## src/hw/rtl/assert_macros.svh

```systemverilog
// Assertion macros used by the RTL of the address mode bus unit.
`ifndef ASSERT_MACROS_SVH
`define ASSERT_MACROS_SVH

// Clocked assertion, switched off while reset is asserted.
`define ASSERT_SYNC(lbl, clk, rst_n, prop, msg) \
  lbl: assert property (@(posedge clk) disable iff (!rst_n) prop) else $error(msg);

// Clocked assertion that also holds through reset.
`define ASSERT_ALWAYS(lbl, clk, prop, msg) \
  lbl: assert property (@(posedge clk) prop) else $error(msg);

`endif

```

## src/hw/rtl/amb_pkg.sv

```systemverilog
// Shared types, codes and constants of the address mode bus unit.
package amb_pkg;

  localparam int MEM_DEPTH = 65536;
  localparam int RAM_AW    = $clog2(MEM_DEPTH);
  localparam bit MEM_POW2  = (MEM_DEPTH & (MEM_DEPTH - 1)) == 0;
  localparam int MOD_STEPS = $clog2(65535 / MEM_DEPTH + 1);
  localparam logic [RAM_AW-1:0] LAST_IDX = RAM_AW'(MEM_DEPTH - 1);

  localparam logic [15:0] PAGE_MASK = 16'hFF00;
  localparam logic [15:0] LOW_MASK  = 16'h00FF;

  localparam logic [2:0] OP_WR_BYTE = 3'd0;
  localparam logic [2:0] OP_RD_BYTE = 3'd1;
  localparam logic [2:0] OP_ADDR    = 3'd2;
  localparam logic [2:0] OP_RD_MODE = 3'd3;
  localparam logic [2:0] OP_WR_MODE = 3'd4;

  localparam logic [3:0] MODE_ABS  = 4'd0;
  localparam logic [3:0] MODE_IMM  = 4'd1;
  localparam logic [3:0] MODE_ABSX = 4'd2;
  localparam logic [3:0] MODE_ZPX  = 4'd3;
  localparam logic [3:0] MODE_IZX  = 4'd4;
  localparam logic [3:0] MODE_ABSY = 4'd5;
  localparam logic [3:0] MODE_ZPY  = 4'd6;
  localparam logic [3:0] MODE_ZP   = 4'd7;
  localparam logic [3:0] MODE_IZY  = 4'd8;

  typedef enum logic [3:0] {
    ST_CLEAR,
    ST_IDLE,
    ST_OPLO,
    ST_OPHI,
    ST_DUMMY,
    ST_PTRLO,
    ST_PTRHI,
    ST_CROSS,
    ST_FINAL,
    ST_WAIT,
    ST_NOBUS
  } amb_state_t;

  typedef struct packed {
    logic              we;
    logic [RAM_AW-1:0] idx;
    logic [7:0]        wdata;
  } amb_mem_req_t;

  typedef struct packed {
    logic        bus_valid;
    logic [15:0] bus_addr;
    logic [7:0]  bus_value;
    logic        bus_write;
    logic        last;
    logic [15:0] effective_addr;
    logic [15:0] pc_out;
    logic        idx_carry;
    logic        mode_error;
    logic [7:0]  read_data;
  } amb_res_t;

  function automatic logic [RAM_AW-1:0] ram_index(input logic [15:0] a);
    logic [16:0] r;
    logic [16:0] step;
    r    = {1'b0, a};
    step = '0;
    if (!MEM_POW2) begin
      for (int k = MOD_STEPS - 1; k >= 0; k--) begin
        step = 17'(MEM_DEPTH) << k;
        if (r >= step) begin
          r = r - step;
        end
      end
    end
    return r[RAM_AW-1:0];
  endfunction

endpackage

```

## src/hw/rtl/amb_if.sv

```systemverilog
// Request and result channel interfaces of the address mode bus unit.
interface amb_in_if;
  logic        valid;
  logic        ready;
  logic [2:0]  op;
  logic [3:0]  mode;
  logic [15:0] address;
  logic [7:0]  data_in;
  logic [15:0] pc_in;
  logic [7:0]  x_index;
  logic [7:0]  y_index;

  modport source (
    output valid, op, mode, address, data_in, pc_in, x_index, y_index,
    input  ready
  );
  modport sink (
    input  valid, op, mode, address, data_in, pc_in, x_index, y_index,
    output ready
  );
endinterface

interface amb_out_if;
  logic        valid;
  logic        ready;
  logic        bus_valid;
  logic [15:0] bus_addr;
  logic [7:0]  bus_value;
  logic        bus_write;
  logic        last;
  logic [15:0] effective_addr;
  logic [15:0] pc_out;
  logic        idx_carry;
  logic        mode_error;
  logic [7:0]  read_data;

  modport source (
    output valid, bus_valid, bus_addr, bus_value, bus_write, last,
           effective_addr, pc_out, idx_carry, mode_error, read_data,
    input  ready
  );
  modport sink (
    input  valid, bus_valid, bus_addr, bus_value, bus_write, last,
           effective_addr, pc_out, idx_carry, mode_error, read_data,
    output ready
  );
endinterface

```

## src/hw/rtl/amb_seq.sv

```systemverilog
// Bus cycle sequencer: addressing mode steps, RAM clearing and result register.
`include "assert_macros.svh"

module amb_seq (
  input  logic                  clk,
  input  logic                  rst_n,
  amb_in_if.sink                in_req,
  amb_out_if.source             out_res,
  output amb_pkg::amb_mem_req_t mem_req,
  input  logic [7:0]            mem_rdata
);

  amb_pkg::amb_state_t state_r, state_nxt;
  amb_pkg::amb_state_t kind_r, kind_nxt;
  logic [amb_pkg::RAM_AW-1:0] clr_r, clr_nxt;
  logic                       out_valid_r, out_valid_nxt;
  amb_pkg::amb_res_t          out_r, out_nxt;

  logic [2:0]  op_r, op_nxt;
  logic [3:0]  mode_r, mode_nxt;
  logic [7:0]  data_r, data_nxt;
  logic [7:0]  x_r, x_nxt;
  logic [7:0]  y_r, y_nxt;
  logic [7:0]  lo_r, lo_nxt;
  logic [7:0]  zp_r, zp_nxt;
  logic [15:0] pc_r, pc_nxt;
  logic [15:0] ea_r, ea_nxt;
  logic [15:0] base_r, base_nxt;
  logic [15:0] acc_r, acc_nxt;
  logic        cross_r, cross_nxt;
  logic        err_r, err_nxt;

  logic        slot_ok;
  logic        accept;
  logic        issue_st;
  logic        issuing;
  logic        is_write;
  logic        is_read;
  logic [15:0] acc_addr;

  amb_pkg::amb_state_t in_st;
  logic [15:0]         in_ea;
  logic [15:0]         in_pc;
  logic                in_err;

  amb_pkg::amb_state_t dec_st;
  logic [15:0]         dec_ea;
  logic [15:0]         dec_base;
  logic                dec_cross;
  logic                dec_done;
  logic                dec_last;
  logic [7:0]          dec_ix;
  logic [15:0]         dec_ptr;
  logic [15:0]         dec_sum;

  amb_pkg::amb_res_t   res_wait;
  amb_pkg::amb_res_t   res_nobus;

  assign slot_ok  = !out_valid_r || out_res.ready;
  assign accept   = in_req.valid && in_req.ready;
  assign is_write = (op_r == amb_pkg::OP_WR_BYTE) || (op_r == amb_pkg::OP_WR_MODE);
  assign is_read  = (op_r == amb_pkg::OP_RD_BYTE) || (op_r == amb_pkg::OP_RD_MODE);
  assign issue_st = (state_r == amb_pkg::ST_OPLO)  || (state_r == amb_pkg::ST_OPHI)  ||
                    (state_r == amb_pkg::ST_DUMMY) || (state_r == amb_pkg::ST_PTRLO) ||
                    (state_r == amb_pkg::ST_PTRHI) || (state_r == amb_pkg::ST_CROSS) ||
                    (state_r == amb_pkg::ST_FINAL);
  assign issuing  = issue_st && slot_ok;

  // decode a new request
  always_comb begin
    in_st  = amb_pkg::ST_NOBUS;
    in_ea  = '0;
    in_pc  = in_req.pc_in;
    in_err = 1'b0;
    case (in_req.op)
      amb_pkg::OP_WR_BYTE, amb_pkg::OP_RD_BYTE: begin
        in_ea = in_req.address;
        in_st = amb_pkg::ST_FINAL;
      end
      amb_pkg::OP_ADDR, amb_pkg::OP_RD_MODE, amb_pkg::OP_WR_MODE: begin
        if (in_req.mode > amb_pkg::MODE_IZY) begin
          in_err = 1'b1;
        end else if (in_req.mode == amb_pkg::MODE_IMM) begin
          in_ea = in_req.pc_in;
          in_pc = in_req.pc_in + 16'd1;
          in_st = (in_req.op == amb_pkg::OP_ADDR) ? amb_pkg::ST_NOBUS : amb_pkg::ST_FINAL;
        end else begin
          in_st = amb_pkg::ST_OPLO;
        end
      end
      default: begin
        in_st = amb_pkg::ST_NOBUS;
      end
    endcase
  end

  // address of the bus cycle issued from the current state
  always_comb begin
    case (state_r)
      amb_pkg::ST_OPLO, amb_pkg::ST_OPHI: acc_addr = pc_r;
      amb_pkg::ST_DUMMY, amb_pkg::ST_PTRLO: acc_addr = {8'h00, zp_r};
      amb_pkg::ST_PTRHI: acc_addr = {8'h00, zp_r + 8'd1};
      amb_pkg::ST_CROSS: acc_addr = (base_r & amb_pkg::PAGE_MASK) | (ea_r & amb_pkg::LOW_MASK);
      default:           acc_addr = ea_r;
    endcase
  end

  // decode returned RAM data
  always_comb begin
    dec_st    = amb_pkg::ST_IDLE;
    dec_ea    = ea_r;
    dec_base  = base_r;
    dec_cross = cross_r;
    dec_done  = 1'b0;
    dec_ix    = ((mode_r == amb_pkg::MODE_ABSX) || (mode_r == amb_pkg::MODE_ZPX)) ? x_r : y_r;
    dec_ptr   = {mem_rdata, lo_r};
    dec_sum   = dec_ptr + {8'h00, dec_ix};
    case (kind_r)
      amb_pkg::ST_OPLO: begin
        case (mode_r)
          amb_pkg::MODE_ABS, amb_pkg::MODE_ABSX, amb_pkg::MODE_ABSY: begin
            dec_st = amb_pkg::ST_OPHI;
          end
          amb_pkg::MODE_ZPX, amb_pkg::MODE_ZPY, amb_pkg::MODE_IZX: begin
            dec_st = amb_pkg::ST_DUMMY;
          end
          amb_pkg::MODE_IZY: begin
            dec_st = amb_pkg::ST_PTRLO;
          end
          amb_pkg::MODE_ZP: begin
            dec_ea   = {8'h00, mem_rdata};
            dec_done = 1'b1;
          end
          default: begin
            dec_done = 1'b1;
          end
        endcase
      end
      amb_pkg::ST_OPHI, amb_pkg::ST_PTRHI: begin
        if ((mode_r == amb_pkg::MODE_ABS) || (mode_r == amb_pkg::MODE_IZX)) begin
          dec_ea   = dec_ptr;
          dec_done = 1'b1;
        end else begin
          dec_ea   = dec_sum;
          dec_base = dec_ptr;
          if ((dec_sum & amb_pkg::PAGE_MASK) != (dec_ptr & amb_pkg::PAGE_MASK)) begin
            dec_cross = 1'b1;
            dec_st    = amb_pkg::ST_CROSS;
          end else begin
            dec_done = 1'b1;
          end
        end
      end
      amb_pkg::ST_DUMMY: begin
        if (mode_r == amb_pkg::MODE_IZX) begin
          dec_st = amb_pkg::ST_PTRLO;
        end else begin
          dec_ea   = {8'h00, zp_r + dec_ix};
          dec_done = 1'b1;
        end
      end
      amb_pkg::ST_PTRLO: begin
        dec_st = amb_pkg::ST_PTRHI;
      end
      amb_pkg::ST_CROSS: begin
        dec_done = 1'b1;
      end
      default: begin
        dec_st = amb_pkg::ST_IDLE;
      end
    endcase
    if (dec_done) begin
      dec_st = (op_r == amb_pkg::OP_ADDR) ? amb_pkg::ST_IDLE : amb_pkg::ST_FINAL;
    end
    dec_last = (dec_st == amb_pkg::ST_IDLE);
  end

  // next state
  always_comb begin
    state_nxt = state_r;
    case (state_r)
      amb_pkg::ST_CLEAR: begin
        if (clr_r == amb_pkg::LAST_IDX) begin
          state_nxt = amb_pkg::ST_IDLE;
        end
      end
      amb_pkg::ST_IDLE: begin
        if (in_req.valid) begin
          state_nxt = in_st;
        end
      end
      amb_pkg::ST_OPLO, amb_pkg::ST_OPHI, amb_pkg::ST_DUMMY, amb_pkg::ST_PTRLO,
      amb_pkg::ST_PTRHI, amb_pkg::ST_CROSS, amb_pkg::ST_FINAL: begin
        if (slot_ok) begin
          state_nxt = amb_pkg::ST_WAIT;
        end
      end
      amb_pkg::ST_WAIT: begin
        state_nxt = dec_st;
      end
      amb_pkg::ST_NOBUS: begin
        if (slot_ok) begin
          state_nxt = amb_pkg::ST_IDLE;
        end
      end
      default: begin
        state_nxt = amb_pkg::ST_IDLE;
      end
    endcase
  end

  // result words
  always_comb begin
    res_wait           = '0;
    res_wait.bus_valid = 1'b1;
    res_wait.bus_addr  = acc_r;
    res_wait.bus_write = (kind_r == amb_pkg::ST_FINAL) && is_write;
    res_wait.bus_value = res_wait.bus_write ? data_r : mem_rdata;
    res_wait.last      = dec_last;
    if (dec_last) begin
      res_wait.effective_addr = dec_ea;
      res_wait.pc_out         = pc_r;
      res_wait.idx_carry      = dec_cross;
      res_wait.read_data      = ((kind_r == amb_pkg::ST_FINAL) && is_read) ? mem_rdata : 8'h00;
    end
    res_nobus                = '0;
    res_nobus.last           = 1'b1;
    res_nobus.effective_addr = ea_r;
    res_nobus.pc_out         = pc_r;
    res_nobus.mode_error     = err_r;
  end

  // datapath next values
  always_comb begin
    op_nxt        = op_r;
    mode_nxt      = mode_r;
    data_nxt      = data_r;
    x_nxt         = x_r;
    y_nxt         = y_r;
    lo_nxt        = lo_r;
    zp_nxt        = zp_r;
    pc_nxt        = pc_r;
    ea_nxt        = ea_r;
    base_nxt      = base_r;
    acc_nxt       = acc_r;
    cross_nxt     = cross_r;
    err_nxt       = err_r;
    kind_nxt      = kind_r;
    clr_nxt       = clr_r;
    out_nxt       = out_r;
    out_valid_nxt = out_valid_r && !out_res.ready;
    if (state_r == amb_pkg::ST_CLEAR) begin
      clr_nxt = clr_r + {{(amb_pkg::RAM_AW-1){1'b0}}, 1'b1};
    end
    if (accept) begin
      op_nxt    = in_req.op;
      mode_nxt  = in_req.mode;
      data_nxt  = in_req.data_in;
      x_nxt     = in_req.x_index;
      y_nxt     = in_req.y_index;
      pc_nxt    = in_pc;
      ea_nxt    = in_ea;
      err_nxt   = in_err;
      cross_nxt = 1'b0;
    end
    if (issuing) begin
      acc_nxt  = acc_addr;
      kind_nxt = state_r;
      if ((state_r == amb_pkg::ST_OPLO) || (state_r == amb_pkg::ST_OPHI)) begin
        pc_nxt = pc_r + 16'd1;
      end
    end
    if (state_r == amb_pkg::ST_WAIT) begin
      if ((kind_r == amb_pkg::ST_OPLO) || (kind_r == amb_pkg::ST_PTRLO)) begin
        lo_nxt = mem_rdata;
      end
      if (kind_r == amb_pkg::ST_OPLO) begin
        zp_nxt = mem_rdata;
      end else if ((kind_r == amb_pkg::ST_DUMMY) && (mode_r == amb_pkg::MODE_IZX)) begin
        zp_nxt = zp_r + x_r;
      end
      ea_nxt        = dec_ea;
      base_nxt      = dec_base;
      cross_nxt     = dec_cross;
      out_nxt       = res_wait;
      out_valid_nxt = 1'b1;
    end
    if ((state_r == amb_pkg::ST_NOBUS) && slot_ok) begin
      out_nxt       = res_nobus;
      out_valid_nxt = 1'b1;
    end
  end

  // outputs
  always_comb begin
    in_req.ready  = (state_r == amb_pkg::ST_IDLE);
    mem_req.we    = 1'b0;
    mem_req.idx   = amb_pkg::ram_index(acc_addr);
    mem_req.wdata = data_r;
    if (state_r == amb_pkg::ST_CLEAR) begin
      mem_req.we    = 1'b1;
      mem_req.idx   = clr_r;
      mem_req.wdata = 8'h00;
    end else if (issuing && (state_r == amb_pkg::ST_FINAL) && is_write) begin
      mem_req.we = 1'b1;
    end
  end

  assign out_res.valid          = out_valid_r;
  assign out_res.bus_valid      = out_r.bus_valid;
  assign out_res.bus_addr       = out_r.bus_addr;
  assign out_res.bus_value      = out_r.bus_value;
  assign out_res.bus_write      = out_r.bus_write;
  assign out_res.last           = out_r.last;
  assign out_res.effective_addr = out_r.effective_addr;
  assign out_res.pc_out         = out_r.pc_out;
  assign out_res.idx_carry      = out_r.idx_carry;
  assign out_res.mode_error     = out_r.mode_error;
  assign out_res.read_data      = out_r.read_data;

  always_ff @(posedge clk) begin
    if (!rst_n) begin
      state_r     <= amb_pkg::ST_CLEAR;
      clr_r       <= '0;
      out_valid_r <= 1'b0;
    end else begin
      state_r     <= state_nxt;
      clr_r       <= clr_nxt;
      out_valid_r <= out_valid_nxt;
    end
  end

  always_ff @(posedge clk) begin
    op_r    <= op_nxt;
    mode_r  <= mode_nxt;
    data_r  <= data_nxt;
    x_r     <= x_nxt;
    y_r     <= y_nxt;
    lo_r    <= lo_nxt;
    zp_r    <= zp_nxt;
    pc_r    <= pc_nxt;
    ea_r    <= ea_nxt;
    base_r  <= base_nxt;
    acc_r   <= acc_nxt;
    cross_r <= cross_nxt;
    err_r   <= err_nxt;
    kind_r  <= kind_nxt;
    out_r   <= out_nxt;
  end

  `ASSERT_SYNC(a_wait_slot_free, clk, rst_n, (state_r == amb_pkg::ST_WAIT) |-> !out_valid_r, "result slot busy when RAM data returns")
  `ASSERT_SYNC(a_write_only_final, clk, rst_n, mem_req.we |-> ((state_r == amb_pkg::ST_FINAL) || (state_r == amb_pkg::ST_CLEAR)), "RAM write outside final access or clearing")
  `ASSERT_SYNC(a_cross_flagged, clk, rst_n, ((state_r == amb_pkg::ST_WAIT) && (kind_r == amb_pkg::ST_CROSS)) |-> cross_r, "page-cross read without page-cross flag")
  `ASSERT_SYNC(a_idle_pending_last, clk, rst_n, (state_r == amb_pkg::ST_IDLE) |-> (!out_valid_r || out_r.last), "idle while a non-final result is pending")

endmodule

```

## src/flat_wrapper.sv

```systemverilog
// flat-port wrapper written by rule: the top's interface ports become plain ports
module amb_seq_flat 
  (clk, rst_n, mem_req, mem_rdata, in_req_valid, in_req_op, in_req_mode, in_req_address, in_req_data_in, in_req_pc_in, in_req_x_index, in_req_y_index, in_req_ready, out_res_valid, out_res_bus_valid, out_res_bus_addr, out_res_bus_value, out_res_bus_write, out_res_last, out_res_effective_addr, out_res_pc_out, out_res_idx_carry, out_res_mode_error, out_res_read_data, out_res_ready);
  amb_in_if in_req_i ();
  amb_out_if out_res_i ();
  input  logic clk;
  input  logic rst_n;
  output amb_pkg::amb_mem_req_t mem_req;
  input  logic [7:0] mem_rdata;
  input wire logic [$bits(in_req_i.valid)-1:0] in_req_valid;
  input wire logic [$bits(in_req_i.op)-1:0] in_req_op;
  input wire logic [$bits(in_req_i.mode)-1:0] in_req_mode;
  input wire logic [$bits(in_req_i.address)-1:0] in_req_address;
  input wire logic [$bits(in_req_i.data_in)-1:0] in_req_data_in;
  input wire logic [$bits(in_req_i.pc_in)-1:0] in_req_pc_in;
  input wire logic [$bits(in_req_i.x_index)-1:0] in_req_x_index;
  input wire logic [$bits(in_req_i.y_index)-1:0] in_req_y_index;
  output wire logic [$bits(in_req_i.ready)-1:0] in_req_ready;
  output wire logic [$bits(out_res_i.valid)-1:0] out_res_valid;
  output wire logic [$bits(out_res_i.bus_valid)-1:0] out_res_bus_valid;
  output wire logic [$bits(out_res_i.bus_addr)-1:0] out_res_bus_addr;
  output wire logic [$bits(out_res_i.bus_value)-1:0] out_res_bus_value;
  output wire logic [$bits(out_res_i.bus_write)-1:0] out_res_bus_write;
  output wire logic [$bits(out_res_i.last)-1:0] out_res_last;
  output wire logic [$bits(out_res_i.effective_addr)-1:0] out_res_effective_addr;
  output wire logic [$bits(out_res_i.pc_out)-1:0] out_res_pc_out;
  output wire logic [$bits(out_res_i.idx_carry)-1:0] out_res_idx_carry;
  output wire logic [$bits(out_res_i.mode_error)-1:0] out_res_mode_error;
  output wire logic [$bits(out_res_i.read_data)-1:0] out_res_read_data;
  input wire logic [$bits(out_res_i.ready)-1:0] out_res_ready;
  assign in_req_i.valid = in_req_valid;
  assign in_req_i.op = in_req_op;
  assign in_req_i.mode = in_req_mode;
  assign in_req_i.address = in_req_address;
  assign in_req_i.data_in = in_req_data_in;
  assign in_req_i.pc_in = in_req_pc_in;
  assign in_req_i.x_index = in_req_x_index;
  assign in_req_i.y_index = in_req_y_index;
  assign in_req_ready = in_req_i.ready;
  assign out_res_valid = out_res_i.valid;
  assign out_res_bus_valid = out_res_i.bus_valid;
  assign out_res_bus_addr = out_res_i.bus_addr;
  assign out_res_bus_value = out_res_i.bus_value;
  assign out_res_bus_write = out_res_i.bus_write;
  assign out_res_last = out_res_i.last;
  assign out_res_effective_addr = out_res_i.effective_addr;
  assign out_res_pc_out = out_res_i.pc_out;
  assign out_res_idx_carry = out_res_i.idx_carry;
  assign out_res_mode_error = out_res_i.mode_error;
  assign out_res_read_data = out_res_i.read_data;
  assign out_res_i.ready = out_res_ready;
  amb_seq u_core (.clk(clk), .rst_n(rst_n), .in_req(in_req_i), .out_res(out_res_i), .mem_req(mem_req), .mem_rdata(mem_rdata));
endmodule
```

## config.mk

```make
export PLATFORM = sky130hd
export DESIGN_NAME = amb_seq_flat
export DESIGN_NICKNAME = d
export VERILOG_FILES = /design/src/hw/rtl/amb_pkg.sv /design/src/hw/rtl/amb_if.sv /design/src/hw/rtl/amb_seq.sv /design/src/flat_wrapper.sv
export VERILOG_INCLUDE_DIRS = /design/src /design/src/hw/rtl
export SDC_FILE = /design/constraint.sdc
export NUM_CORES = 1
export LEC_CHECK = 0
export BUFFER_PORTS_ARGS = -buffer_cell sky130_fd_sc_hd__buf_2
export CAP_MARGIN = 20
export CORE_ASPECT_RATIO = 1.75
export CORE_MARGIN = 5
export CORE_UTILIZATION = 60
export CTS_CLUSTER_DIAMETER = 30
export DETAILED_ROUTE_END_ITERATION = 8
export PLACE_DENSITY = 0.89
export SYNTH_ARGS = -nofsm -noshare
export SYNTH_HDL_FRONTEND = slang
export SYNTH_SLANG_ARGS = --single-unit
export TNS_END_PERCENT = 100
```

## constraint.sdc

```tcl
create_clock -name clk -period 7.2 [get_ports clk]
set_input_delay 1.08 -clock clk [delete_from_list [all_inputs] [get_ports clk]]
set_output_delay 1.08 -clock clk [all_outputs]
set_load 0.05 [all_outputs]
```

==> results list, run 1 <==
- Outcome: complete, but fails checks
- The final reports fail on design-rule violations.
- Primary FF master, synth: sky130_fd_sc_hd__edfxtp_1
- Once placement completed, the tool counted placed cells totaling 1388.
- VDD sags by at most 254 uV.
- In this run, synthesis produced a sequential element count of 199.
- Entering global routing, the biggest net connects 46 pins.
* Hold Violations, Final: 0
- Averaged over all synthesized cells, the footprint is 10.3 sq um.
* Net switching share of the total power: 45.6%
- In the synthesized netlist, the number of instances is 1028.
- The clock period could shrink to 4.48 ns.
- Effective utilization at floorplan: 60.7%
- Post-CTS Setup Repair Bufs: 0
- Detailed placement finished with a half-perimeter wire length of 24300 um.
- The H-tree was split into 4 levels.
* DR pass1 iterations: 8
- Data arrives at the worst endpoint at 3.40 ns.
- In this run the standard cell core region covers 17500 sq um.
* Filler-free cell count of the finished design: 1423
- Beginning of the worst hold path: u_core.out_res.bus_addr[10]
- Across every metal layer, demand over resource in global routing totals 31.5%.
* Max-Slew Margin vs Limit: 24.2%
- Instance area at placement: 11600 sq um
- Clock latency on the worst-skew pair: 0.45 ns
- The tool flagged a number of max-cap violations equal to 0.
- Fraction of the cycle the final worst path needs: 62.2%
- Most frequently used cell type in the post-synthesis netlist: sky130_fd_sc_hd__nand2_1
* Timing-limited maximum frequency: 223 MHz
- Worst Path Class, Setup: reg2out
* Slew at the pin with the worst max-slew slack: 1.13 ns
* Internal: 0.00256 W
* Post-route setup TNS: 0 ns
* Y dimension of the die: 186 um
- Switching Power: 0.00214 W
- Class of the most critical hold timing path: reg2reg
- Clock tree from TritonCTS: yes
* Share of the synthesized area in the top cell type: 35.7%
* Maximum clock skew at final layout: 0.0140 ns
* Via Count: 9284
- Detailed-route DRC error count: 2
* Fraction of synthesis flops using an asynchronous set or reset pin: 0%
- Worst-path fanout max: 10
* Final setup slack of the worst path: 2.72 ns
* Power density over the cells: 386 nW/um^2
- Cts hold-fix bufs: 0
- Of the total power, the clock network draws 19.8%.
* Leak Pwr: 4.91 nW
* Die span in x: 110 um
- Placement Setup Slack: 2.98 ns
* Startpoint type of the worst setup path: flop
- Post-synthesis instance area: 10600 sq um
* Clock sinks: 199
- The initialized floorplan defines 64 standard-cell rows.
* Average vias per placed instance: 6.52
* Antenna viol nets, final: 0
* Yosys warning count: 0
- Number of synthesized flops with an enable pin: 126
* First-pass GRT wire length: 49900 um
- The startpoint identified for the worst register-to-register timing path is u_core.mode_r[3].
- Setup repair after global routing left no endpoint under its margin.
- Initial antenna violation count: 0
- Antenna diodes: 0
- The number of nets in the synthesized netlist is 1135.
* Final Routed Wirelength: 33000 um
- Required time at the endpoint of the critical path: 6.12 ns
* Fraction of final layout cells with drive strength greater than 1: 22.7%
- The finished cells cover 12200 sq um.
- After synthesis, the cell types taking the most area are sky130_fd_sc_hd__edfxtp_1 36%, sky130_fd_sc_hd__dfxtp_1 14%, sky130_fd_sc_hd__nand2_1 5.0%.
* Cell taking the most area after synthesis: sky130_fd_sc_hd__edfxtp_1
- Post-CTS repair changed the size of 0 cells.
- Number of ports placed on the die boundary: 171
- Logic pwr share: 42.5%
- Dividing the detail-routed wire length by the instance count gives 23.2 um.
- From synthesis to final layout, the design area changed by 15.2%.
- Root Driver: sky130_fd_sc_hd__clkbuf_16
* Number of DRC markers after the initial detailed-route iteration: 843
- Residual overflow from global routing: 0
- Sequential cells were found to cover 49.5% of the synthesized design area.
* Final net count: 1286
- CP Launch Point: u_core.state_r[2]
- Clock Path Buffers: 2
- Per report_power, the sequential group accounts for 37.6% of the total.
- Count of port buffers added during placement: 170
- The final count of pins violating max slew was 0.
- The worst setup path is captured at a primary output.
- The number of clock buffers added by TritonCTS is 17.
- Setup violation total in the final timing report: 0
- Most used standard cells in the synthesized netlist: 140 x sky130_fd_sc_hd__nand2_1, 126 x sky130_fd_sc_hd__edfxtp_1, 76 x sky130_fd_sc_hd__nor2_1
* Placer congestion estimate: 1.05
* Reg clk slew, reported paths: 0.08 ns
- Area of the die: 20500 sq um
* Number of inserted filler cells in the final layout: 1350
- Via count of the first global-routing pass: 9083
- Post-synth cell types: 86
* Power after layout: 0.00471 W
[critical path: stages, from the launching register on]
cell	delay (ns)
sky130_fd_sc_hd__dfxtp_1	0.60
sky130_fd_sc_hd__nor2b_1	0.34
sky130_fd_sc_hd__nand2_1	0.19
sky130_fd_sc_hd__or2_2	0.36
sky130_fd_sc_hd__o311ai_0	0.88
sky130_fd_sc_hd__mux2_2	0.31
sky130_fd_sc_hd__buf_2	0.27
[cell families after synthesis]
kind of cell               share of synthesized area (%)
AOI/OAI and AO/OA                                   16.7
buffers and inverters                               2.59
DFF                                                 49.5
and+or+nand+nor                                     19.2
adders and majority gates                           3.99
muxes                                               3.46
xor gates and xnor gates                            4.55
[cells in the final DEF, fill, tap and decap left out, types with 10 or more instances in the layout]
cell and instances:
sky130_fd_sc_hd__buf_2 170, sky130_fd_sc_hd__nand3_1 30, sky130_fd_sc_hd__mux2_2 21, sky130_fd_sc_hd__nand2_1 140, sky130_fd_sc_hd__clkbuf_16 17, sky130_fd_sc_hd__nor3_1 16
sky130_fd_sc_hd__a21oi_1 65, sky130_fd_sc_hd__and2_1 26, sky130_fd_sc_hd__nor2b_1 24, sky130_fd_sc_hd__edfxtp_1 126, sky130_fd_sc_hd__a22oi_1 21, sky130_fd_sc_hd__o21ai_0 47
sky130_fd_sc_hd__mux2i_1 13, sky130_fd_sc_hd__xnor2_1 32, sky130_fd_sc_hd__xor2_1 23, sky130_fd_sc_hd__dfxtp_1 73, sky130_fd_sc_hd__nor2_1 76, sky130_fd_sc_hd__ha_1 29
sky130_fd_sc_hd__a22o_1 23, sky130_fd_sc_hd__and3_1 17, sky130_fd_sc_hd__inv_1 10
[final cells by class]
type / instances / area (sq um) / share of cell area, %
clock buffers: 17 / 425 / 3.49
multi-input cells: 768 / 5090 / 41.7
clock inverters: 15 / 138 / 1.13
well taps: 231 / 289 / 2.37
inverters: 11 / 41.3 / 0.338
repair buffers: 182 / 972 / 7.97
flip-flops and latches: 199 / 5250 / 43.0
[layer usage]
metal	global-route usage (%)	up-vias	part of all wire, %
li1	-	4118	-
met1	32.6	4438	33
met2	56.8	562	51
met3	6.47	166	7.9
met4	22.3	0	7.8
met5	0	-	0
[sequential cells by signal, indices dropped and copies added, names as in the netlist, 16 cells and up]
signal,cells
u_core.out_res.bus_addr,16
u_core.ea_r,16
u_core.acc_r,16
u_core.pc_r,16
u_core.out_res.effective_addr,16
u_core.clr_r,16
u_core.out_res.pc_out,16
[metrics by stage]
stage / utilization, % / hold slack (ns)
after floorplan: - / 0.403
after global placement: 66.4 / 0.433
after detailed placement: 66.4 / 0.443
after CTS: 69.6 / 0.456
after global routing: 69.9 / 0.472
final: 69.9 / 0.455
[power by group through the flow]
stage	clock network, W	logic (W)	registers [W]
after CTS	0.000935	0.00195	0.00176
after detailed placement	0	0.00194	0.00179
after global placement	0	0.00191	0.00178
after global routing	0.000981	0.00211	0.00179
final	0.000934	0.00200	0.00177
after floorplan	0	0.00118	0.00200
[final timing paths]
| path | cells after the start | slack [ns] | end |
|---|---|---|---|
| worst max-delay path | 6 | 2.72 | mem_req[15] |
| worst min register to register | 2 | 0.45 | u_core.out_res.bus_addr[10] |
| worst min-delay path | 2 | 0.45 | u_core.out_res.bus_addr[10] |
| worst max register to register | 11 | 2.88 | u_core.out_res.effective_addr[2] |
(Power assumes the default switching activity.)
==> run 2, diff against run 1 <==
--- a/config.mk
+++ b/config.mk
@@ -6,14 +6,15 @@
 export SDC_FILE = /design/constraint.sdc
 export NUM_CORES = 1
 export LEC_CHECK = 0
+export ABC_AREA = 1
 export BUFFER_PORTS_ARGS = -buffer_cell sky130_fd_sc_hd__buf_2
 export CAP_MARGIN = 20
 export CORE_ASPECT_RATIO = 1.75
 export CORE_MARGIN = 5
-export CORE_UTILIZATION = 60
+export CORE_UTILIZATION = 52
 export CTS_CLUSTER_DIAMETER = 30
 export DETAILED_ROUTE_END_ITERATION = 8
-export PLACE_DENSITY = 0.89
+export PLACE_DENSITY = 0.82
 export SYNTH_ARGS = -nofsm -noshare
 export SYNTH_HDL_FRONTEND = slang
 export SYNTH_SLANG_ARGS = --single-unit
==> constraint.sdc (replaced) <==
create_clock -name clk -period 3.65 [get_ports clk]
set_input_delay 0.5475 -clock clk [delete_from_list [all_inputs] [get_ports clk]]
set_output_delay 0.5475 -clock clk [all_outputs]
set_load 0.05 [all_outputs]
==> results list, run 2 <==
* Clock sinks: 199
- The total overflow left after global routing is 0.
* Arrival time reported for the critical path endpoint: 3.54 ns
- Post-CTS Setup Repair Bufs: 0
* Antenna viol nets, final: 0
- From synthesis to final layout, the design area changed by 15.5%.
* Commonest non-fill, non-tap cells in the layout: 327 x sky130_fd_sc_hd__nand2_1, 170 x sky130_fd_sc_hd__buf_2, 160 x sky130_fd_sc_hd__inv_1, 126 x sky130_fd_sc_hd__edfxtp_1, 125 x sky130_fd_sc_hd__o21ai_0
* Pin count of the biggest net entering global routing: 64
- The die is 121 um wide.
- Post-synthesis instance area: 11200 sq um
- Clock Path Buffers: 2
- After synthesis, the share of flip-flops with an asynchronous set or reset is 0%.
- Required time at the endpoint of the critical path: 3.85 ns
- HPWL Detailed: 28100 um
- Outcome: complete, no violations
- Effective utilization at floorplan: 52.5%
* Flip-flop and latch count after synthesis: 199
- In this run the tool buffered the top-level ports with 170 buffer cells.
* First-pass GRT wire length: 56900 um
- Total Routing Usage GR: 30.2%
* Timing-limited maximum frequency: 300 MHz
* Max-Slew Margin vs Limit: 34.5%
- Buffers inserted to repair hold after CTS numbered 0.
* Reg-to-reg startpoint: u_core.mode_r[2]
- Max-slew violation count: 0
- Worst-path fanout max: 21
- Of the cells placed in the final design, the portion with a size suffix greater than 1 is 18.4%.
- The via count of the first global-routing pass was 10700.
* # H-tree levels: 4
- Max rail drop VDD: 332 uV
- Clock buffers created by TritonCTS: 17
* Power density over the cells: 348 nW/um^2
- Setup violation total in the final timing report: 0
- The most critical setup path has its startpoint at u_core.mode_r[2].
* Root Driver: sky130_fd_sc_hd__clkbuf_16
- Post-route setup TNS: 0 ns
- Mapped Cells: 1390
* Number of maximum-capacitance constraint violations: 0
* Fraction of the cycle the final worst path needs: 91.4%
- In this run, the number of DRC markers left after iteration 0 of detailed routing was 984.
* Capturing element type of the critical path: flop
- Worst hold-check slack: 0.262 ns
- TritonCTS built the clock tree.
- Antenna diodes: 0
- Reg clk slew, reported paths: 0.08 ns
- 171 I/O pins were placed.
- Once the clock tree was built, the resizer swapped 0 gates to a different size.
* Placer congestion estimate: 1.01
* Initial antenna violation count: 1
* Leak Pwr: 5.69 nW
* Via Count: 10800
- The number of nets handed over by synthesis was 1497.
* Std-Cell Rows: 71
* Startpoint type of the worst setup path: flop
* Most used standard cells in the synthesized netlist: 327 x sky130_fd_sc_hd__nand2_1, 160 x sky130_fd_sc_hd__inv_1, 126 x sky130_fd_sc_hd__edfxtp_1, 126 x sky130_fd_sc_hd__o21ai_0, 119 x sky130_fd_sc_hd__nor2_1
- Using the TritonRoute via totals, the vias-per-cell ratio works out to 5.81.
- Routed length per instance: 19.9 um
- The synthesized design spends more area on one cell type than any other, namely sky130_fd_sc_hd__edfxtp_1.
- Number of synthesized flops with an enable pin: 126
- Final Routed Wirelength: 36900 um
* Most frequently used cell type in the post-synthesis netlist: sky130_fd_sc_hd__nand2_1
- The most used flip-flop cell after synthesis is sky130_fd_sc_hd__edfxtp_1.
* Worst Path Class, Setup: reg2reg
- Post-synth cell types: 59
- The final number of hold-violating endpoints came to 0.
- Detailed-route DRC error count: 0
- Core region area: 21400 sq um
* Slew at the pin with the worst max-slew slack: 0.983 ns
- Share of the synthesized area in the top cell type: 33.7%
* Final Critical Period: 3.34 ns
- Clock latency on the worst-skew pair, taken at its later pin, is 0.46 ns.
- Maximum clock skew at final layout: 0.0139 ns
* Area of the die: 24800 sq um
- Register area share after synthesis: 46.7%
- Yosys warning count: 0
* DR pass1 iterations: 5
* Y dimension of the die: 204 um
* RSZ-0062 raised after global routing: false
- Final net count: 1657
- Yosys attributes the largest share of cell area to sky130_fd_sc_hd__edfxtp_1 34%, sky130_fd_sc_hd__dfxtp_1 13%, sky130_fd_sc_hd__nand2_1 11%.
* Avg Cell Area, Syn: 8.08 sq um
- Most frequent standard cell in the layout excluding fill and tap cells: sky130_fd_sc_hd__nand2_1
* Beginning of the worst hold path: in_req_x_index[4]
- Class of the most critical hold timing path: in2reg
run 2: changes by cell type in the layout (fill, tap and decap cells not counted), moves of 25 or more:
cell / before / now
sky130_fd_sc_hd__xnor2_1: 32 / 5
sky130_fd_sc_hd__and2_1: 26 / 1
sky130_fd_sc_hd__nor2_1: 76 / 119
sky130_fd_sc_hd__inv_1: 10 / 160
sky130_fd_sc_hd__nand3_1: 30 / 71
sky130_fd_sc_hd__o21ai_0: 47 / 125
sky130_fd_sc_hd__nand2_1: 140 / 327
run 2: power by group:
group	leakage [nW]	internal (W)	switching [W]
clock network	0.286	0.000988	0.000897
logic	3.72	0.0000696	0.000134
registers	1.69	0.00239	0.0000315
run 2: final timing paths:
check,endpoint,slack [ns],cells past startpoint
setup / recovery,u_core.out_res.pc_out[14],0.31,20
hold / removal,u_core.x_r[4],0.26,1
setup reg to reg,u_core.out_res.pc_out[14],0.31,20
hold reg to reg,u_core.out_res.bus_value[1],0.45,2
run 2: cell type report:
type / count / area (sq um)
Tap cell: 292 / 365
Clock buffer: 22 / 497
Sequential cell: 199 / 5250
Inverter: 171 / 642
Fill cell: 1876 / 8440
Multi-Input combinational cell: 971 / 5130
Timing Repair Buffer: 190 / 1000
Clock inverter: 10 / 81.3
run 2: worst max-delay path, stage by stage, from the launching register on:
cell	delay, ns
sky130_fd_sc_hd__edfxtp_1	0.44
sky130_fd_sc_hd__nor2_4	0.16
sky130_fd_sc_hd__nand2_2	0.13
sky130_fd_sc_hd__mux2_2	0.32
sky130_fd_sc_hd__ha_1	0.23
sky130_fd_sc_hd__fa_1	0.41
sky130_fd_sc_hd__nand2_1	0.07
sky130_fd_sc_hd__inv_1	0.05
sky130_fd_sc_hd__nand2_1	0.05
sky130_fd_sc_hd__nand2_1	0.10
sky130_fd_sc_hd__a21oi_2	0.17
sky130_fd_sc_hd__nand3_1	0.11
sky130_fd_sc_hd__nand2_1	0.08
sky130_fd_sc_hd__nand2_1	0.06
sky130_fd_sc_hd__nand3_1	0.12
sky130_fd_sc_hd__nand2_1	0.06
sky130_fd_sc_hd__nand2_1	0.08
sky130_fd_sc_hd__inv_2	0.05
sky130_fd_sc_hd__buf_4	0.21
sky130_fd_sc_hd__nand4_1	0.10
sky130_fd_sc_hd__nand2_1	0.07
run 2: routing by layer:
layer,vias to the layer above,global-route usage [%],part of all wire (%)
li1,5037,-,-
met1,4954,31.9,34
met2,582,51.9,50
met3,200,5.95,7.3
met4,2,23.5,9.0
met5,-,0,0.052
run 2: through the flow:
step           total power [W]  setup slack [ns]  instance area [sq um]  std cells  util, %
4_1_cts                0.00451             0.241                  13000       1855     60.5
5_1_grt                0.00463            0.0109                  13000       1855     60.6
3_3_place_gp           0.00266             0.361                  12400       1823     57.8
2_1_floorplan          0.00255             0.690                  11200       1390        -
6_report               0.00451             0.313                  13000       1855     60.6
3_5_place_dp           0.00267             0.249                  12400       1823     57.8
run 2: logic make-up after synthesis:
group                    share of synthesized area, %
buffers and inverters                            7.73
AO/OA/AOI/OAI                                    15.5
XOR/XNOR                                         1.48
AND/OR/NAND/NOR                                  24.2
adder cells (fa/ha/maj)                          3.77
multiplexers                                    0.601
flip-flops                                       46.7
